$ cat src/hw/rtl/p2d_pkg.sv
// Shared types, constants and fixed-point helpers for the 2-D polynomial surface evaluator.
// No dependencies.
package p2d_pkg;

    localparam int DEF_ORDER_CAP   = 7;
    localparam int DEF_COEFF_SLOTS = 36;
    localparam int DEF_MAX_DIM     = 4096;

    localparam logic signed [31:0] Q28_ONE = 32'sh1000_0000;

    // configuration register indexes
    localparam logic [2:0] CFG_ORDER_X    = 3'd0;
    localparam logic [2:0] CFG_ORDER_Y    = 3'd1;
    localparam logic [2:0] CFG_ROW_OFFSET = 3'd2;
    localparam logic [2:0] CFG_COL_OFFSET = 3'd3;
    localparam logic [2:0] CFG_ROW_SCALE  = 3'd4;
    localparam logic [2:0] CFG_COL_SCALE  = 3'd5;

    localparam logic OP_LOAD = 1'b0;
    localparam logic OP_EVAL = 1'b1;

    typedef enum logic [2:0] {
        ST_IDLE,
        ST_COORD,
        ST_RUN,
        ST_FLUSH,
        ST_DRAIN
    } t_state;

    // control handed to each coefficient cell
    typedef struct packed {
        logic load;
        logic shift;
    } t_cell_ctl;

    typedef struct packed {
        logic signed [31:0] value;
        logic               sat;
    } t_q28_res;

    // (a*b) >> 28, floor, saturated to 32 bits
    function automatic t_q28_res mul_q28(input logic signed [31:0] a,
                                         input logic signed [31:0] b);
        logic signed [63:0] prod;
        logic signed [35:0] sh;
        t_q28_res           res;
        prod = a * b;
        sh   = prod[63:28];
        res.sat = !((&sh[35:31]) || (~|sh[35:31]));
        if (res.sat) begin
            res.value = sh[35] ? 32'sh8000_0000 : 32'sh7fff_ffff;
        end else begin
            res.value = sh[31:0];
        end
        return res;
    endfunction

endpackage

$ cat src/hw/rtl/p2d_coord.sv
// Pixel index to Q4.28 coordinate: ((index*16 - offset) * scale) >> 4, saturated.
// Depends on p2d_pkg.
module p2d_coord
    import p2d_pkg::*;
#(
    parameter int MAX_DIM = DEF_MAX_DIM
) (
    input  logic               i_clk,
    input  logic               i_en,
    input  logic [11:0]        i_index,
    input  logic signed [17:0] i_offset,
    input  logic signed [31:0] i_scale,
    output logic signed [31:0] o_coord,
    output logic               o_sat
);

    logic [11:0]        idx_c;
    logic signed [18:0] diff;
    logic signed [50:0] prod;
    logic signed [46:0] sh;
    logic               sat;
    logic signed [31:0] r_coord;
    logic               r_sat;

    always_comb begin
        idx_c = (32'(i_index) >= 32'(MAX_DIM)) ? 12'(MAX_DIM - 1) : i_index;
        diff  = $signed({3'b000, idx_c, 4'b0000}) - $signed({i_offset[17], i_offset});
        prod  = diff * i_scale;
        sh    = prod[50:4];
        sat   = !((&sh[46:31]) || (~|sh[46:31]));
    end

    always_ff @(posedge i_clk) begin
        if (i_en) begin
            r_sat <= sat;
            if (sat) begin
                r_coord <= sh[46] ? 32'sh8000_0000 : 32'sh7fff_ffff;
            end else begin
                r_coord <= sh[31:0];
            end
        end
    end

    assign o_coord = r_coord;
    assign o_sat   = r_sat;

endmodule
$ cat config.mk
export PLATFORM = sky130hd
export DESIGN_NAME = p2d_coord
export DESIGN_NICKNAME = d
export VERILOG_FILES = /design/src/hw/rtl/p2d_pkg.sv /design/src/hw/rtl/p2d_coord.sv
export SDC_FILE = /design/constraint.sdc
export NUM_CORES = 2
export LEC_CHECK = 0
export BUFFER_PORTS_ARGS = -buffer_cell sky130_fd_sc_hd__buf_2
export CAP_MARGIN = 20
export CORE_MARGIN = 1.5
export CORE_UTILIZATION = 66
export DETAILED_ROUTE_END_ITERATION = 10
export GPL_ROUTABILITY_DRIVEN = 0
export HOLD_SLACK_MARGIN = 0.05
export PLACE_DENSITY_LB_ADDON = 0.1
export RECOVER_POWER = 25
export SYNTH_ARGS = -nofsm -noshare
export SYNTH_HDL_FRONTEND = slang
export SYNTH_SLANG_ARGS = --single-unit
$ cat constraint.sdc
create_clock -name i_clk -period 13.1 [get_ports i_clk]
set_clock_uncertainty 0.15 [all_clocks]
set_input_delay 2.62 -clock i_clk [delete_from_list [all_inputs] [get_ports i_clk]]
set_output_delay 2.62 -clock i_clk [all_outputs]
set_load 0.02 [all_outputs]
After elaboration in Yosys (flattened, before gate mapping). Cells that the tools add are included.

Muxes and demuxes: 2. $add $sub $neg: 1. Reduce and logical (&&, ||, !) cells: 5. Multipliers: 1.

Operators with widths (count): $mux 32 (2); $mul 19x32->51 (1); $sub 17x18->19 (1); $reduce_and 16->1 (1); $reduce_or 16->1 (1); $logic_not 1->1 (2); $logic_or 1x1->1 (1).

Register bits: 33. Logic and storage cells: 11. Input bits: 64. Output and inout bits: 33.

Logic depth before layout (Yosys ltp).
Depth in word-level cells: 6. Mapped depth: 38. Gate-level depth less buffers: 35.

Worst setup path after synthesis. Ideal clock, no wire load.

Kind: input -> register. Start point: input port i_offset[4]. End point: register r_sat (netlist: o_sat) (data pin). Path buffers: 2. Library setup time: 0.254 ns. Stages: 34. Data required time: 12.696 ns. Setup slack: 1.495 ns. Arrival time: 11.201 ns. Cells stage by stage: inv_1 -> ha_1 -> a31o_2 -> a21o_1 -> a21o_1 -> a41o_1 -> o41ai_2 -> o21a_1 -> o21ai_1 -> xnor2_1 -> clkbuf_1 -> nand2b_1 -> fa_1 -> fa_1 -> inv_1 -> fa_1 -> fa_1 -> fa_1 -> fa_1 -> inv_1 -> fa_1 -> inv_1 -> ha_1 -> buf_2 -> a21oi_2 -> o21ai_1 -> a2111oi_2 -> o31ai_1 -> o21ai_1 -> mux2_2 -> nor4_1 -> nand4_1 -> or4b_1 -> o21a_1.

Word-level cells in the longest chain between the ends: 6. Elaborated cells on any way between the ends: 7. Classes of those cells: add/sub: 1; mul: 1; reduce/logical: 5.

RTL lines: from (decl) (line p2d_coord.sv:11) `input logic signed [17:0] i_offset,`; $sub 17x18->19 * (line p2d_coord.sv:27) `diff = $signed({3'b000, idx_c, 4'b0000}) - $signed({i_offset[17], i_offset});`; $mul 19x32->51 * (line p2d_coord.sv:28) `prod = diff * i_scale;`; $reduce_or 16->1 (line p2d_coord.sv:30) `sat = !((&sh[46:31]) || (~|sh[46:31]));`; $logic_not 1->1 (line p2d_coord.sv:30); $logic_or 1x1->1 * (line p2d_coord.sv:30); $logic_not 1->1 * (line p2d_coord.sv:30); net sat (line p2d_coord.sv:21) `logic sat;`; to (signal assigned) (line p2d_coord.sv:35) `r_sat <= sat;`; to (decl) (line p2d_coord.sv:23) `logic r_sat;`.

Mark *: on every way through the listed nets, which the timed path passes. The rest lies on a longest branch. A chain may end at the register's enable or synchronous reset.

Worst setup path after layout.
Start point: input port i_offset[4]. End point: register r_coord[2] (netlist: o_coord[2]) (data pin).

Word-level cells in the longest chain between the ends: 6. Elaborated cells on any way between the ends: 8. Classes of those cells: add/sub: 1; mul: 1; mux: 2; reduce/logical: 4.

RTL lines: $sub 17x18->19 * (line p2d_coord.sv:27); $mul 19x32->51 * (line p2d_coord.sv:28); $reduce_or 16->1 (line p2d_coord.sv:30); $logic_not 1->1 (line p2d_coord.sv:30); $logic_or 1x1->1 (line p2d_coord.sv:30); $mux 32 * (line p2d_coord.sv:36) `if (sat) begin`; to (signal assigned) (line p2d_coord.sv:37) `r_coord <= sh[46] ? 32'sh8000_0000 : 32'sh7fff_ffff;`; to (signal assigned) (line p2d_coord.sv:39) `r_coord <= sh[31:0];`; to (decl) (line p2d_coord.sv:22) `logic signed [31:0] r_coord;`.

Mark *: on every way between the ends. The rest lies on a longest branch, timed or not.

==> results.tsv <==
metric	value	unit
number of synthesized flops with an enable pin	33	
fin crit share	96.2	%
CP Data Arrival Time	12470	ps
Setup crit start kind	primary input	
Total Wirelength	64600	um
Synth async-reset ratio	0	%
Post-DRT Antenna Nets	0	
status	finished with violations	
Filler Cells Inserted	2850	
Total Routing Usage GR	36.5	%
chip width	193	um
Area Growth Syn to Fin	4.41	%
Mapped Area	23900	um2
top routing layer in use	met4	
final hold viol count	0	
Crit path required time	12960	ps
share of layout cells above drive strength 1	7.49	%
Tightest Pin Transition	1850	ps
hold crit path type	flop to primary output	
Num CTS Buffers	5	
CP max-delay cell	xnor2_2	
dpl hpwl	52400	um
Non-Filler Instances	3145	
Syn. warnings	0	
clk slew on worst S/H paths	50	ps
met1 wire length	23300	um
Compound-Gate Fraction of Synth Area	8.43	%
1st-pass router iterations	9	
ys flop type	edfxtp_1	
routed length per instance	20.5	um
Critical Path End Type	flop	
first-pass GRT wire length	107000	um
failing checks	design-rule violations, max-capacitance violations, max-slew violations	
full die area	37400	um2
RSZ-0062 raised after global routing	false	
drt via density	5.99	
Starting Density	67.1	%
dpl cells	3137	
vias in the first global route	20684	
Post-Synth Simple-Gate Area	15.7	%
Max Slew Vio Count	34	
core footprint	35700	um2
post-synthesis instance total	2692	
Slew headroom	-23.5	%
share of the synthesized area in the top cell type	49.4	%
CP most frequent cell	fa_1	
Period minus WS final	12610	ps
met3 wire len	5450	um
Mapped Nets	3495	
crit-path max FO	24	
CTS tree	done	
mux cell area share after synthesis	0.0942	%
CTS sink cnt	33	
synth top area cells	fa_1, inv_1, ha_1, nand2_1, edfxtp_1	
#FFs+latches synth	33	
XOR/XNOR share of the synthesized area	2.16	%
Max-cap violations	1	
clk root buf	clkbuf_16	
Synth Area in Adders	57.2	%
DRT iter0 DRCs	1565	
# H-tree levels	2	
Bufs on Longest Clock Path	2	
Synth Area per Inst	8.88	um2
DRC violations left	22	
Final nets	3486	
slowest stage delay, CP	570	ps
Synth area leader	fa_1	
Ports	97	
Congestion Overflow GR	0	
Setup TNS	0	ps
largest net degree at the start of global routing	34	
final setup violation count	0	
die outline height	193	um
Max Fclk	79.3	MHz
initial antenna violation count	2	
CP Class	primary input to flop	
Yosys cell types	78	
register area share after synthesis	4.14	%
main combinational cell family by area after synthesis	adder cells	
Vias	18836	
met2 routed wirelength	32000	um
Post-CTS Hold Buffers	0	
Buffers on Ports	96	
row count	69	
## cells by family after synthesis
logic type / Yosys count
AO/OA/AOI/OAI: 289
XOR/XNOR: 59
adder cells (fa/ha/maj): 739
buffers and inverters: 760
flip-flops: 33
multiplexers: 2
AND/OR/NAND/NOR: 810
## state kept, by name, indices dropped and copies added, names as in the netlist
name,cells
o_sat,1
o_coord,32
## metal layers
layer,global-route usage [%],vias up
met3,5.44,269
met4,19.0,0
met5,0,-
met1,45.2,9598
met2,62.5,923
li1,-,8046
## through the flow
stage	utilization (%)	setup WS, ps	instance area [um2]	hold slack [ps]
3_3_place_gp	69.5	569	24800	2920
2_1_floorplan	-	1500	23900	2580
3_5_place_dp	69.6	331	24800	2910
6_report	70.0	494	25000	3210
5_1_grt	70.0	49.6	25000	3220
4_1_cts	70.0	631	25000	2820
## cell type report
type | instances | area (um2) | share of cell area, %
diodes | 2 | 5.00 | 0.0201
clock buffers | 5 | 125 | 0.501
clock inverters | 1 | 5.00 | 0.0201
inverters | 604 | 2270 | 9.08
multi-input cells | 1899 | 20100 | 80.7
flip-flops and latches | 33 | 991 | 3.97
well taps | 461 | 577 | 2.31
repair buffers | 140 | 846 | 3.39
## worst paths after layout
path / start / end / slack [ps] / cells after the start
setup / recovery: i_offset[4] / o_coord[2]$_DFFE_PP_ / 490 / 33
hold / removal: o_coord[4]$_DFFE_PP_ / o_coord[4] / 3210 / 1
## synth_stat cells (9+ instances only)
cell type / count
a21o_1: 29
a21oi_1: 84
and2_1: 143
buf_2: 9
clkbuf_1: 135
edfxtp_1: 33
fa_1: 590
ha_1: 149
inv_1: 603
nand2_1: 474
nand3_1: 11
nand4_1: 16
nor2_1: 65
nor2b_1: 33
nor3_1: 17
o21ai_0: 30
o21bai_1: 11
o31ai_1: 56
or2_2: 9
xnor2_1: 40
xor2_1: 19
## cell usage in the layout, fill, tap and decap left out, drive strengths merged, types with 10 or more instances in the layout
cell type  netlist  routed
a21o            29      29
nor3            18      18
or2             10      10
o21ai           38      38
ha             149     149
xor2            19      19
nor2            65      65
a21oi           87      87
o31ai           56      56
o21bai          11      11
nand4           16      16
edfxtp          33      33
buf             21     139
nor2b           33      33
and2           144     144
fa             590     590
xnor2           40      40
nand2          474     474
inv            604     604
nand3           14      14
## timing repair
| action | 4_1_cts | 5_1_grt |
|---|---|---|
| setup buffers | 0 | 0 |
| resized for setup | 0 | 1 |
| hold endpoints to repair | 0 | 0 |
| setup endpoints to repair | 0 | 1 |
## critical path, delay by kind of cell
| kind | cells | cell delay, ps |
|---|---|---|
| AO/OA/AOI/OAI | 9 | 2340 |
| XOR/XNOR | 1 | 570 |
| adder cells (fa/ha/maj) | 9 | 4050 |
| buffers and inverters | 5 | 910 |
| multiplexers | 1 | 300 |
| AND/OR/NAND/NOR | 8 | 1650 |
Power is not shown: default switching activity piles up to over one toggle a cycle in this logic, so the estimate is an artifact.
