**src/hw/rtl/p2d_pkg.sv**
```systemverilog
// Shared types, constants and fixed-point helpers for the 2-D polynomial surface evaluator.
// No dependencies.
package p2d_pkg;

    localparam int DEF_ORDER_CAP   = 7;
    localparam int DEF_COEFF_SLOTS = 36;
    localparam int DEF_MAX_DIM     = 4096;

    localparam logic signed [31:0] Q28_ONE = 32'sh1000_0000;

    // configuration register indexes
    localparam logic [2:0] CFG_ORDER_X    = 3'd0;
    localparam logic [2:0] CFG_ORDER_Y    = 3'd1;
    localparam logic [2:0] CFG_ROW_OFFSET = 3'd2;
    localparam logic [2:0] CFG_COL_OFFSET = 3'd3;
    localparam logic [2:0] CFG_ROW_SCALE  = 3'd4;
    localparam logic [2:0] CFG_COL_SCALE  = 3'd5;

    localparam logic OP_LOAD = 1'b0;
    localparam logic OP_EVAL = 1'b1;

    typedef enum logic [2:0] {
        ST_IDLE,
        ST_COORD,
        ST_RUN,
        ST_FLUSH,
        ST_DRAIN
    } t_state;

    // control handed to each coefficient cell
    typedef struct packed {
        logic load;
        logic shift;
    } t_cell_ctl;

    typedef struct packed {
        logic signed [31:0] value;
        logic               sat;
    } t_q28_res;

    // (a*b) >> 28, floor, saturated to 32 bits
    function automatic t_q28_res mul_q28(input logic signed [31:0] a,
                                         input logic signed [31:0] b);
        logic signed [63:0] prod;
        logic signed [35:0] sh;
        t_q28_res           res;
        prod = a * b;
        sh   = prod[63:28];
        res.sat = !((&sh[35:31]) || (~|sh[35:31]));
        if (res.sat) begin
            res.value = sh[35] ? 32'sh8000_0000 : 32'sh7fff_ffff;
        end else begin
            res.value = sh[31:0];
        end
        return res;
    endfunction

endpackage

```
**src/hw/rtl/p2d_cell.sv**
```systemverilog
// One coefficient cell of the rotating coefficient ring.
// Depends on p2d_pkg.
module p2d_cell
    import p2d_pkg::*;
(
    input  logic               i_clk,
    input  logic               i_rst_n,
    input  t_cell_ctl          i_ctl,
    input  logic signed [31:0] i_load_value,
    input  logic signed [31:0] i_next,
    output logic signed [31:0] o_value
);

    logic signed [31:0] r_coeff;

    always_ff @(posedge i_clk) begin
        if (!i_rst_n) begin
            r_coeff <= '0;
        end else if (i_ctl.load) begin
            r_coeff <= i_load_value;
        end else if (i_ctl.shift) begin
            r_coeff <= i_next;
        end
    end

    assign o_value = r_coeff;

endmodule

```
**config.mk**
```make
export PLATFORM = sky130hd
export DESIGN_NAME = p2d_cell
export DESIGN_NICKNAME = d
export VERILOG_FILES = /design/src/hw/rtl/p2d_pkg.sv /design/src/hw/rtl/p2d_cell.sv
export SDC_FILE = /design/constraint.sdc
export NUM_CORES = 1
export LEC_CHECK = 0
export ABC_AREA = 1
export BUFFER_PORTS_ARGS = -buffer_cell sky130_fd_sc_hd__buf_4
export CAP_MARGIN = 10
export CORE_MARGIN = 1.5
export CORE_UTILIZATION = 42
export DETAILED_ROUTE_END_ITERATION = 6
export PLACE_DENSITY = 0.79
export SETUP_SLACK_MARGIN = 0.15
export SLEW_MARGIN = 20
export SYNTH_ARGS = -nofsm -noshare
export SYNTH_HDL_FRONTEND = slang
export SYNTH_SLANG_ARGS = --single-unit
```
**constraint.sdc**
```tcl
create_clock -name i_clk -period 1.04 [get_ports i_clk]
set_input_delay 0.26 -clock i_clk [delete_from_list [all_inputs] [get_ports i_clk]]
set_output_delay 0.26 -clock i_clk [all_outputs]
set_load 0.02 [all_outputs]
```
# --- Yosys cells after proc, flatten, opt, wreduce, memory -nomap -nowiden ---
# Index checks and enable logic that the tools add are counted.
word_totals:
  reg_bits: 32
  in_bits: 68
  output_inout_bits: 32
  wordCells: 4
op_classes:
  muxes: 2
  reduce_logical: 1
ops:
  columns: ["op", "count"]
  rows:
  - ["two-way mux 32 bit", 2]
  - ["nonzero test 2 bit", 1]

# --- Logic depth before layout (Yosys ltp) ---
# Gate-level depths: netlist (run 1).
depth:
  ltp_word: 2
  depth_mapped: 7
  mapped_depth_nobuf: 5

# --- Worst setup path after synthesis (run 1) ---
# No wires, ideal clock.
synth_path:
  path_type: "input-to-reg"
  startpoint: "in i_ctl[0] (netlist bit)"
  endpoint: "reg r_coeff[19] (netlist: o_value[19])"
  setup_time_ps: 56
  arrival_time_ps: 850
  required_ps: 984
  setup_slack_ps: 134
  path_stages: 7
  path_buffers: 2
  cell_sequence: "buf_4 nor2_8 buf_8 nand2_2 nand3_1 nand2_1 inv_1"
synth_via:
  elab_chain_cells: 1
synth_lines:
  columns: ["item", "line", "source"]
  rows:
  - ["start: declaration", "p2d_cell.sv:8", "input t_cell_ctl i_ctl,"]
  - ["nonzero test 2 bit (no line)", null, null]
  - ["end signal: assignment", "p2d_cell.sv:20", "r_coeff <= i_load_value;"]
  - ["end signal: assignment", "p2d_cell.sv:22", "r_coeff <= i_next;"]
  - ["end: declaration", "p2d_cell.sv:14", "logic signed [31:0] r_coeff;"]
# Every way passes these cells.
# A chain may end at the register's enable or synchronous reset.

# --- Worst setup path after layout (run 1) ---
layout_path:
  startpoint: "reg r_coeff[3] (netlist: o_value[3])"
  endpoint: "out o_value[3]"
layout_lines:
  columns: ["item", "line", "source"]
  rows:
  - ["end: declaration", "p2d_cell.sv:11", "output logic signed [31:0] o_value"]
# No word-level cell between the ends.

==> results of run 1 <==
==> power by group <==
group / internal (mW) / switching (mW)
clock network: 0.710 / 0.442
registers: 1.32 / 0.0572
logic: 0.497 / 0.409
==> cell families after synthesis <==
kind of cell,synth area share (%)
buffers and inverters,15.35
flip-flops,39.69
AND/OR/NAND/NOR,44.96
==> layout by cell type, fill, tap and decap left out, drive strengths merged <==
cell type    n
nand2       96
nand3       64
clkinv       1
buf        123
clkbuf       6
dfxtp       32
bufinv       1
nor2         1
inv         33
==> synthesized netlist by cell type (all sizes together) <==
cell type and n:
buf 17, nand3 64, inv 33, nand2 96, dfxtp 32, nor2 1
==> layer usage <==
| layer | vias to the layer above | GRT usage, % | routed length (µm) |
|---|---|---|---|
| met5 | - | 0 | 0 |
| met4 | 0 | 8.511 | 85 |
| met3 | 7 | 7.986 | 425 |
| met2 | 76 | 45.23 | 2579 |
| met1 | 892 | 26.54 | 1904 |
| li1 | 968 | - | - |
==> tightest hold or removal path, stage by stage <==
cell	delay (ns)
buf_4	0.07
nand2_1	0.04
nand3_1	0.07
nand2_1	0.04
inv_1	0.04
==> final cells by class <==
cell class / instances / area [µm²] / share of cell area, %
repair buffers: 123 / 1106 / 38.75
clock buffers: 6 / 72.57 / 2.543
multi-input cells: 161 / 775.7 / 27.18
well taps: 48 / 60.06 / 2.104
inverters: 33 / 123.9 / 4.340
flip-flops and latches: 32 / 680.7 / 23.85
clock inverters: 2 / 35.03 / 1.228
==> worst paths after layout <==
path	to	slack (ns)
max	o_value[3]	0.03
min	o_value[5]	0.26
max reg2reg	o_value[24]	0.14
min reg2reg	o_value[1]	0.55
==> per-stage QoR <==
stage / utilization, % / total power, mW / cell area [µm²] / hold WS, ns / std cells
4_1_cts: 76.76 / 3.445 / 2831 / 0.2590 / 402
6_report: 77.37 / 3.440 / 2854 / 0.2638 / 405
5_1_grt: 77.37 / 3.611 / 2854 / 0.2834 / 405
3_5_place_dp: 67.47 / 2.180 / 2489 / 0.5240 / 384
2_1_floorplan: - / 1.785 / 1683 / 0.3576 / 243
3_3_place_gp: 67.47 / 2.167 / 2489 / 0.5174 / 384
==> repair_timing <==
| action | 4_1_cts | 5_1_grt |
|---|---|---|
| setup buffers | 10 | 3 |
| endpoints found under the setup margin | 32 | 32 |
| gates resized for setup | 64 | 0 |
==> results.md, run 1 <==
CTS:
- The worst-case clock buffer depth is 2.
- TritonCTS built the clock tree.
- The clock root buffer master is clkbuf_8.
- Counting the buffers created by CTS gives 5.
- The tree built by TritonCTS fans out to 32 sinks.
- The count of hold buffers inserted by post-cts repair is 0.
- Clock-pin slew was measured on the worst setup and hold paths at 0.07 ns.
- The clock insertion delay at the later pin of the skew report is 0.28 ns.
- CTS built an H-tree with a depth of 2.

Worst setup path:
- The slowest cell on the critical path is dfxtp_2.
- The startpoint identified for the worst register-to-register timing path is o_value[24].
- For the worst setup path, the data required time is 0.78 ns.
- The data arrival time of the worst path is 0.75 ns.
- The critical path starts at o_value[3].
- The setup path with the least slack is of type reg -> out.
- The worst setup path is launched from a flop.
- The count of buffer and inverter cells on the critical path is 1.
- In this run the number of cells on the critical path is 1.
- The sort of element at the end of the critical path is a primary output.
- On the critical path the largest part of the delay comes from flip-flops.
- The path depth of the worst reg2reg path is 6.
- The maximum fanout encountered on the critical timing path is 2.
- The largest single stage delay on the critical path is 0.34 ns.
- Walking the worst path, the cells encountered are buf_6.

Global routing:
- The largest net degree at the start of global routing is 33.
- The overall routing resource usage is 24.75%.
- The initial antenna violation count is 0.
- For this run the aggregate overflow at the end of global routing stands at 0.
- The via count of the first global-routing pass is ~1.9k.
- The wire length of the first global-routing pass is approximately 8.1 mm.

Logic synthesis:
- A synthesized cell averages ~6.6 µm².
- The synthesized netlist cell count is 243.
- The share of the Yosys chip area taken by registers is 39.69%.
- The cell area that synthesis handed to floorplanning was 0.001614 mm².
- In this run, distinct cell masters in the synthesized netlist total 12.
- The flop and latch count out of synthesis is 32.
- The top-area cell type share of the netlist area is 39.69%.
- Yosys printed 0 warnings.
- The library cell with the largest summed area after synthesis is dfxtp_1.
- By area the synthesized netlist is led by dfxtp_1 40%, nand2_1 20%, nand3_1 20%.
- The number of nets produced by synthesis is 311.

Cells and area:
- The count of antenna diodes in the layout is 0.
- The final layout contains 424 nets.
- Of the cells placed in the final design, the portion with a size suffix greater than 1 is 51.54%.
- The register with the most flip-flops in the layout has 32 of them.
- The area growth from synthesis to layout is 76.82%.
- Counting the fill cells in the layout gives a little under 300.

Pwr:
- In this run the power density over the cells is roughly 1200 mW/mm².
- The maximum ir drop on the vdd rail is 0.9101 mV.
- In this run the static leakage power is 1.647 nW.

Die:
- The number of core rows is 22.
- The total core area is 0.003689 mm².
- The die footprint is 0.004224 mm².
- The floorplan step set the die width to 64.99 µm.
- The effective utilization at floorplan is 43.76%.
- From bottom edge to top edge, the die measures 64.99 µm.
- The I/O pin count is 100.

Timing:
- The final-report setup violation count is 0.
- Setup repair after global routing could not meet its margin everywhere.
- The total count of hold-check failures in the final report was 0.
- The number of pins with negative max-slew slack in the final report is 0.
- The maximum operating frequency is 988.6 MHz.
- The worst path meets setup with 0.02845 ns of slack.
- The clock arrives with 0 ns of skew.
- The actual transition at the worst max-transition pin is around 0.34 ns.
- The final setup TNS is 0 ns.
- The worst relative slew slack is 77.24%.
- The worst path in the final design needs a cycle of 1.012 ns, including I/O delays and setup.
- Dividing the final minimum period by the clock period gives 97.26%.

Drt:
- The initial DRC count is 83.
- The number of vias in the routed layout is slightly below 2k.
- The first-pass iteration count of the detailed router is 4.
- The per-cell via count in the routed design is 4.798.
- The overall routed net length is 4.994 mm.
- In the final routed layout, each cell accounts on average for 12.33 µm.
- The number of DRC violations after detailed routing is 0.
- The number of antenna-violating nets in the routed design is 0.

Run:
- The count of max-cap constraint violations is 0.

Place:
- At the end of routability-driven placement, the weighted congestion stood at 0.7624.
- Timing analysis after detailed placement gives a worst setup slack of -0.006541 ns.
- The sum of net half-perimeters after detailed placement is approximately 3.3 mm.
- Input and output buffers added on the ports amount to slightly below 100.

Hold path:
- The worst hold path begins at i_load_value[5].
- The worst hold path belongs to the class in -> reg.
- The hold-critical path depth is 5.

Outcome:
- The run finished with clean final reports.
Note: power is estimated with default switching activity, not from simulation.
==> inputs of run 2 (changes only) <==
--- a/config.mk
+++ b/config.mk
@@ -11,5 +11,6 @@
 export CORE_MARGIN = 1.5
-export CORE_UTILIZATION = 42
+export CORE_UTILIZATION = 44
+export CTS_BUF_LIST = sky130_fd_sc_hd__clkbuf_4
 export DETAILED_ROUTE_END_ITERATION = 6
-export PLACE_DENSITY = 0.79
+export PLACE_DENSITY = 0.82
 export SETUP_SLACK_MARGIN = 0.15
==> constraint.sdc (replaced) <==
create_clock -name i_clk -period 1.04 [get_ports i_clk]
set_input_delay 0.156 -clock i_clk [delete_from_list [all_inputs] [get_ports i_clk]]
set_output_delay 0.156 -clock i_clk [all_outputs]
set_load 0.02 [all_outputs]
==> results.md, run 2 (synthesis results as in run 1) <==
Die:
- The die height is 63.57 µm.
- After floorplanning, the core was sized to cover 0.003416 mm².
- The chip width is 63.57 µm.
- The I/O pin count is 100.
- The die footprint is about 0.004 mm².
- For this configuration, the core starts out at a cell density of 47.25%.
- The number of core rows is 21.

Cells and area:
- The register with the most flip-flops in the layout has 32 of them.
- Compared with the post-synthesis result, the final layout area differs by 67.44%.
- Once layout is complete, the cells apart from fillers number 400.
- The count of antenna diodes in the layout is 0.
- Summing all flip-flop and latch instances after layout gives 680.7 µm².
- The fraction of final layout cells with drive strength greater than 1 is 48.31%.
- The most common library cell in the layout ignoring fill and taps is nand2_1.
- The layout has 248 filler cells.
- In the final layout, the multi-input gates occupy just over 700 µm².
- The final layout contains roughly 420 nets.
- Leaving out fill and tap cells, the most frequent cells in the layout are 86 x nand2_1, 85 x buf_4, 64 x nand3_1.

Worst setup path:
- In this run the number of cells on the critical path is 1.
- The count of buffer and inverter cells on the critical path is 1.
- In this run the critical register-to-register path is captured at o_value[26].
- For this design, the slowest cell found on the critical path is dfxtp_2.
- The critical path in this run is classified as reg -> out.
- The path depth of the worst reg2reg path is 6.
- The worst setup path is launched from a flop.
- The register-to-register path setup slack is 0.12 ns.
- The delay of the slowest critical-path stage is 0.36 ns.
- The reg-to-reg critical path startpoint is o_value[26].
- The worst setup path is captured at a primary output.
- In this run the worst path has a maximum fanout of 2.
- Grouping stages by cell kind, the critical path spends the most delay in flip-flops.
- Traced cell by cell, the critical path runs through buf_6.
- At the worst endpoint, the required time is ~0.9 ns.
- At the worst endpoint, the arrival time is roughly 0.79 ns.

Run:
- Across the run, the number of max-cap violations was 0.

Timing:
- Final hold analysis gives a worst-case slack of about 0.13 ns.
- Between clock sinks in the finished design, the worst skew comes to 0 ns.
- The final-report setup violation count is 0.
- The worst relative slew slack is 77.43%.
- The worst path needs 0.9489 ns of the cycle, external delays included.
- The worst path uses around nine tenths of the clock period.
- The final setup TNS is 0 ns.
- Setup repair after global routing could not meet its margin everywhere.
- The number of pins with negative max-slew slack in the final report came to 0.
- The maximum operating frequency is approximately 1100 MHz.
- The total count of hold-check failures in the final report came to 0.
- At the pin with the least slew margin, the transition time is 0.3385 ns.

CTS:
- CTS built an H-tree with a depth of 2.
- The count of hold buffers inserted by post-cts repair is 0.
- The CTS tree is built.
- Clock-pin slew was measured on the worst setup and hold paths at 0.10 ns.
- The clock insertion delay at the later pin of the skew report is 0.31 ns.
- The clock root buffer master is clkbuf_4.
- The longest clock path from root to sink contains 2 buffers.
- The number of buffers created by CTS is 5.
- The clock net in this run drives a total of 32 sinks.

Pwr:
- The design draws ~2.9 mW.
- For this design the ratio of total power to cell area is 1084 mW/mm².
- The leakage component of the power is 1.558 nW.
- The maximum ir drop on the vdd rail is 0.9396 mV.

Place:
- Buffers placed on the I/O ports in this run total 99.
- Counting tap cells, the placed design contains a total of 378 instances.
- The sum of net half-perimeters after detailed placement is 3.123 mm.
- The routability congestion estimate is ~0.78.

Outcome:
- The run finished with clean final reports.

Drt:
- After detailed routing, the average wire length per cell comes to approximately 12 µm.
- The first detailed-routing pass took 4 iterations.
- Once detail routing completed, the nets flagged for antenna violations numbered 0.
- The overall routed net length is roughly 4.8 mm.
- Dividing the detail-routed via count by the number of cells gives 4.775.
- After the first detailed-routing iteration, the DRC count stood at roughly 160.
- The number of vias in the routed layout is approximately 1.9k.
- In the routed design, unresolved DRC markers number 0.

Global routing:
- The first global-routing pass estimated 8.100 mm of wire.
- The largest net degree at the start of global routing is 33.
- The initial antenna violation count is 0.
- For this run, the total global-route usage over all layers was measured as 24.98%.
- The via count of the first global-routing pass is 1862.
- The sum of overflow across all layers after global routing is 0.

Hold path:
- The path category of the worst min-delay check is in -> reg.
- The worst hold path terminates at o_value[5].
- The hold-critical path depth is 5.
- The startpoint of the most critical hold path is i_load_value[5].
## run 2: cell types whose count changed in the layout (fill, tap and decap cells not counted), sizes merged
cell    change
buf         -3
bufinv      -1
clkbuf      +1
## run 2: repair_timing
| item | in CTS | in global routing |
|---|---|---|
| gates cloned | 0 | 0 |
| resized for setup | 64 | 0 |
| buffers inserted | 11 | 3 |
| setup endpoints to repair | 32 | 32 |
## run 2: stage by stage
step	util (%)	worst slack (ns)	instance area, µm²
after floorplan	-	0.2383	1614
after global placement	69.71	0.1251	2381
after detailed placement	69.71	0.1048	2381
after CTS	78.46	0.09277	2680
after global routing	79.12	0.05214	2703
final	79.12	0.09106	2703
## run 2: worst max path at each step
stage | startpoint | to
floorplan | i_ctl[0] | o_value[19]
global placement | i_ctl[0] | o_value[8]
detailed placement | i_ctl[0] | o_value[9]
CTS | o_value[15] | o_value[15]
global route | o_value[17] | o_value[17]
finish | o_value[17] | o_value[17]
## run 2: area by class of cell
| class | count | area share (%) |
|---|---|---|
| Tap cell | 46 | 2.130 |
| Clock buffer | 7 | 1.944 |
| Clock inverter | 1 | 0.1389 |
| Timing Repair Buffer | 120 | 39.17 |
| Inverter | 33 | 4.583 |
| Sequential cell | 32 | 25.19 |
| Multi-Input combinational cell | 161 | 26.85 |
## run 2: worst min-delay path, delay by kind of cell
family / cells / cell delay [ns]
buf+inv: 2 / 0.11
simple gates: 3 / 0.15
## run 2: report_power, final
group,switching (mW),internal (mW)
Combinational,0.392,0.472
Clock,0.374,0.312
Sequential,0.0576,1.32
Total,0.823,2.11
## run 2: layer usage
metal	up-vias	GRT usage, %	share of wire [%]
li1	965	-	-
met1	851	28.26	38
met2	82	43.68	52
met3	12	6.429	7.6
met4	0	11.41	2.3
met5	-	0	0
==> inputs of run 3 (changes only) <==
- RECOVER_POWER: default -> 25
==> results.md, run 3 (synthesis results as in run 1) <==
Pwr:
- The net load switching power is 0.8233 mW.
- Cell internal power was estimated by the tool at around 2.1 mW.
- Summed over all cells, the static leakage comes to 1.553 nW.
- The switching power share of the total is about 28%.
- The combinational share of power is 29.6%.
- The register share of total power is 47.0%.
- The power density over cell area is between 1000 and 1500 mW/mm².
- The clock network fraction of total power is 23.5%.
- IR analysis of the VDD net gives a maximum drop of 0.9692 mV.

Die:
- The die is 63.57 µm wide.
- Measured along the y axis, the die boundary spans roughly 64 µm.
- The floorplan step defined a die boundary enclosing 0.004041 mm².
- For this design the top-level I/O count stands at 100.
- The total core area is around 0.0034 mm².
- Row generation in the floorplan step produced 21 rows.
- The effective utilization at floorplan is 47.25%.

Hold path:
- The path category of the worst min-delay check is in -> reg.
- The startpoint of the most critical hold path is i_load_value[5].
- Along the worst hold path, the cell count comes to 5.
- For hold timing, the worst endpoint is o_value[5].

Cells and area:
- The register with the most flip-flops in the layout has 32 of them.
- The area occupied by multi-input gates is 725.7 µm².
- Once layout is done, the placed cells without fillers occupy approximately 0.0027 mm².
- The most common library cell in the layout ignoring fill and taps is nand2_1.
- The count of fill cells added during filler insertion is approximately 260.
- The sequential cell area is 663.1 µm².
- Of the cells placed in the final design, the portion with a size suffix greater than 1 is 44.35%.
- The post-route non-filler standard cell count is 400.
- The library cells used most frequently in the layout, excluding fill and tap cells, are 86 x nand2_1, 85 x buf_4, 64 x nand3_1, 32 x inv_1, 32 x buf_6.
- For this run, the post-layout net count is between 400 and 500.
- The area growth from synthesis to layout is 66.36%.
- The repair_antennas step left the layout with diodes totalling 0.

Worst setup path:
- In this run the worst path has a maximum fanout of 2.
- The data arrival time of the worst path is 0.81 ns.
- The largest single stage delay on the critical path is ~0.37 ns.
- The sort of element at the end of the critical path is a primary output.
- On the critical path, the stage with the largest delay is an instance of dfxtp_1.
- The path depth of the worst reg2reg path is 6.
- The type of origin of the critical path is a flop.
- The worst register-to-register path begins at o_value[26].
- The start point of the critical path is o_value[2].
- The critical path data required time is between 0.8 and 0.9 ns.
- The count of buffer and inverter cells on the critical path is 1.
- The capturing point of the worst reg2reg path is o_value[26].
- Broken down by cell family, the worst path's largest delay share belongs to flip-flops.
- The critical path in this run is classified as reg -> out.
- The register-to-register path setup slack is 0.12 ns.
- Traced cell by cell, the critical path runs through buf_6.

Global routing:
- The sum of overflow across all layers after global routing is 0.
- Across every metal layer, demand over resource in global routing totals 24.98%.
- The via count of the first global-routing pass came to 1862.
- The first global-routing pass estimated 8.100 mm of wire.
- The initial antenna violation count came to 0.
- Entering global routing, the biggest net connects 33 pins.

CTS:
- The clock passes through at most 2 buffers.
- The H-tree was split into 2 levels.
- The clock insertion delay at the later pin of the skew report is 0.31 ns.
- After clock tree synthesis, the clock-pin slew on the worst setup and hold paths is 0.10 ns.
- Counting the buffers created by CTS gives 5.
- The clock root buffer master is clkbuf_4.
- The clock drives 32 sinks.
- The CTS tree is built.

Run:
- The count of max-cap constraint violations is 0.

Drt:
- The overall routed net length is 4.751 mm.
- The routed layout has about 1.9k vias.
- The detail route stage leaves a number of antenna-violating nets equal to 0.
- The first detailed-routing pass ran for 4 iterations.
- The per-cell via count in the routed design is 4.775.
- In this run, the number of DRC markers left after iteration 0 of detailed routing was 159.
- Dividing the detail-routed wire length by the instance count gives 11.88 µm.
- The number of DRC violations after detailed routing is 0.

Place:
- The number of port buffers is 99.
- Routability-driven placement finished with a final weighted congestion of a little under 0.8.
- The post-placement cell area is about 0.0024 mm².
- The sum of net half-perimeters after detailed placement is roughly 3.1 mm.
- The instance count after placement with tap cells included is 378.
- Timing analysis after detailed placement gives a worst setup slack of 0.1048 ns.

Timing:
- The worst setup margin is between 0.07 and 0.08 ns.
- The actual transition at the worst max-transition pin is roughly 0.34 ns.
- On the final layout, the worst clock skew is 0 ns.
- The minimum hold slack is about 0.13 ns.
- The total count of hold-check failures in the final report is 0.
- Static timing analysis puts the maximum clock frequency at 1036 MHz.
- After layout, the worst path uses 92.82% of the clock period.
- Summed over all failing endpoints, the final setup total negative slack is 0 ns.
- Headroom to the max-slew limit came out at 77.43%.
- The final critical delay including setup and external delays is 0.9653 ns.
- The number of pins with negative max-slew slack in the final report is 0.
- The final-report setup violation count is 0.
- Setup repair after global routing could not meet its margin everywhere.

Outcome:
- The run finished with clean final reports.
[run 3: how the worst max path moves through the flow]
stage                  end  slack [ns]  cells after the start
6_report        o_value[2]        0.07                      1
5_1_grt        o_value[29]        0.03                      1
4_1_cts        o_value[15]        0.09                      1
3_5_place_dp    o_value[9]        0.10                      7
3_3_place_gp    o_value[8]        0.13                      6
2_1_floorplan  o_value[19]        0.24                      7
[run 3: power groups by stage]
stage	Clock, mW	Sequential (mW)	Combinational [mW]
after floorplan	0	1.48	0.285
after global placement	0	1.38	0.747
after detailed placement	0	1.38	0.756
after CTS	0.712	1.38	0.850
after global routing	0.784	1.38	0.941
final	0.686	1.37	0.864
[run 3: cell type report]
class | instances | share of cell area (%)
well taps | 46 | 2.144
inverters | 33 | 4.613
repair buffers | 120 | 39.42
clock inverters | 1 | 0.1398
clock buffers | 7 | 1.957
flip-flops and latches | 32 | 24.70
multi-input cells | 161 | 27.03
[run 3: what timing repair did]
action                     4_1_cts  5_1_grt
resized for setup               64        0
setup endpoints to repair       32       32
hold buffers                     0        0
setup buffers                   11        3
[run 3: metrics by stage]
step                      power (mW)  utilization, %
after detailed placement       2.136           69.71
after floorplan                1.762               -
after CTS                      2.941           78.46
after global placement         2.127           69.71
final                          2.923           78.61
after global routing           3.108           78.61
[run 3: per-layer routing]
metal,wire (µm),up-vias,share of wire [%],GRT usage (%)
li1,-,965,-,-
met1,1791,851,38,28.26
met2,2489,82,52,43.68
met3,359,12,7.6,6.429
met4,110,0,2.3,11.41
met5,0,-,0,0
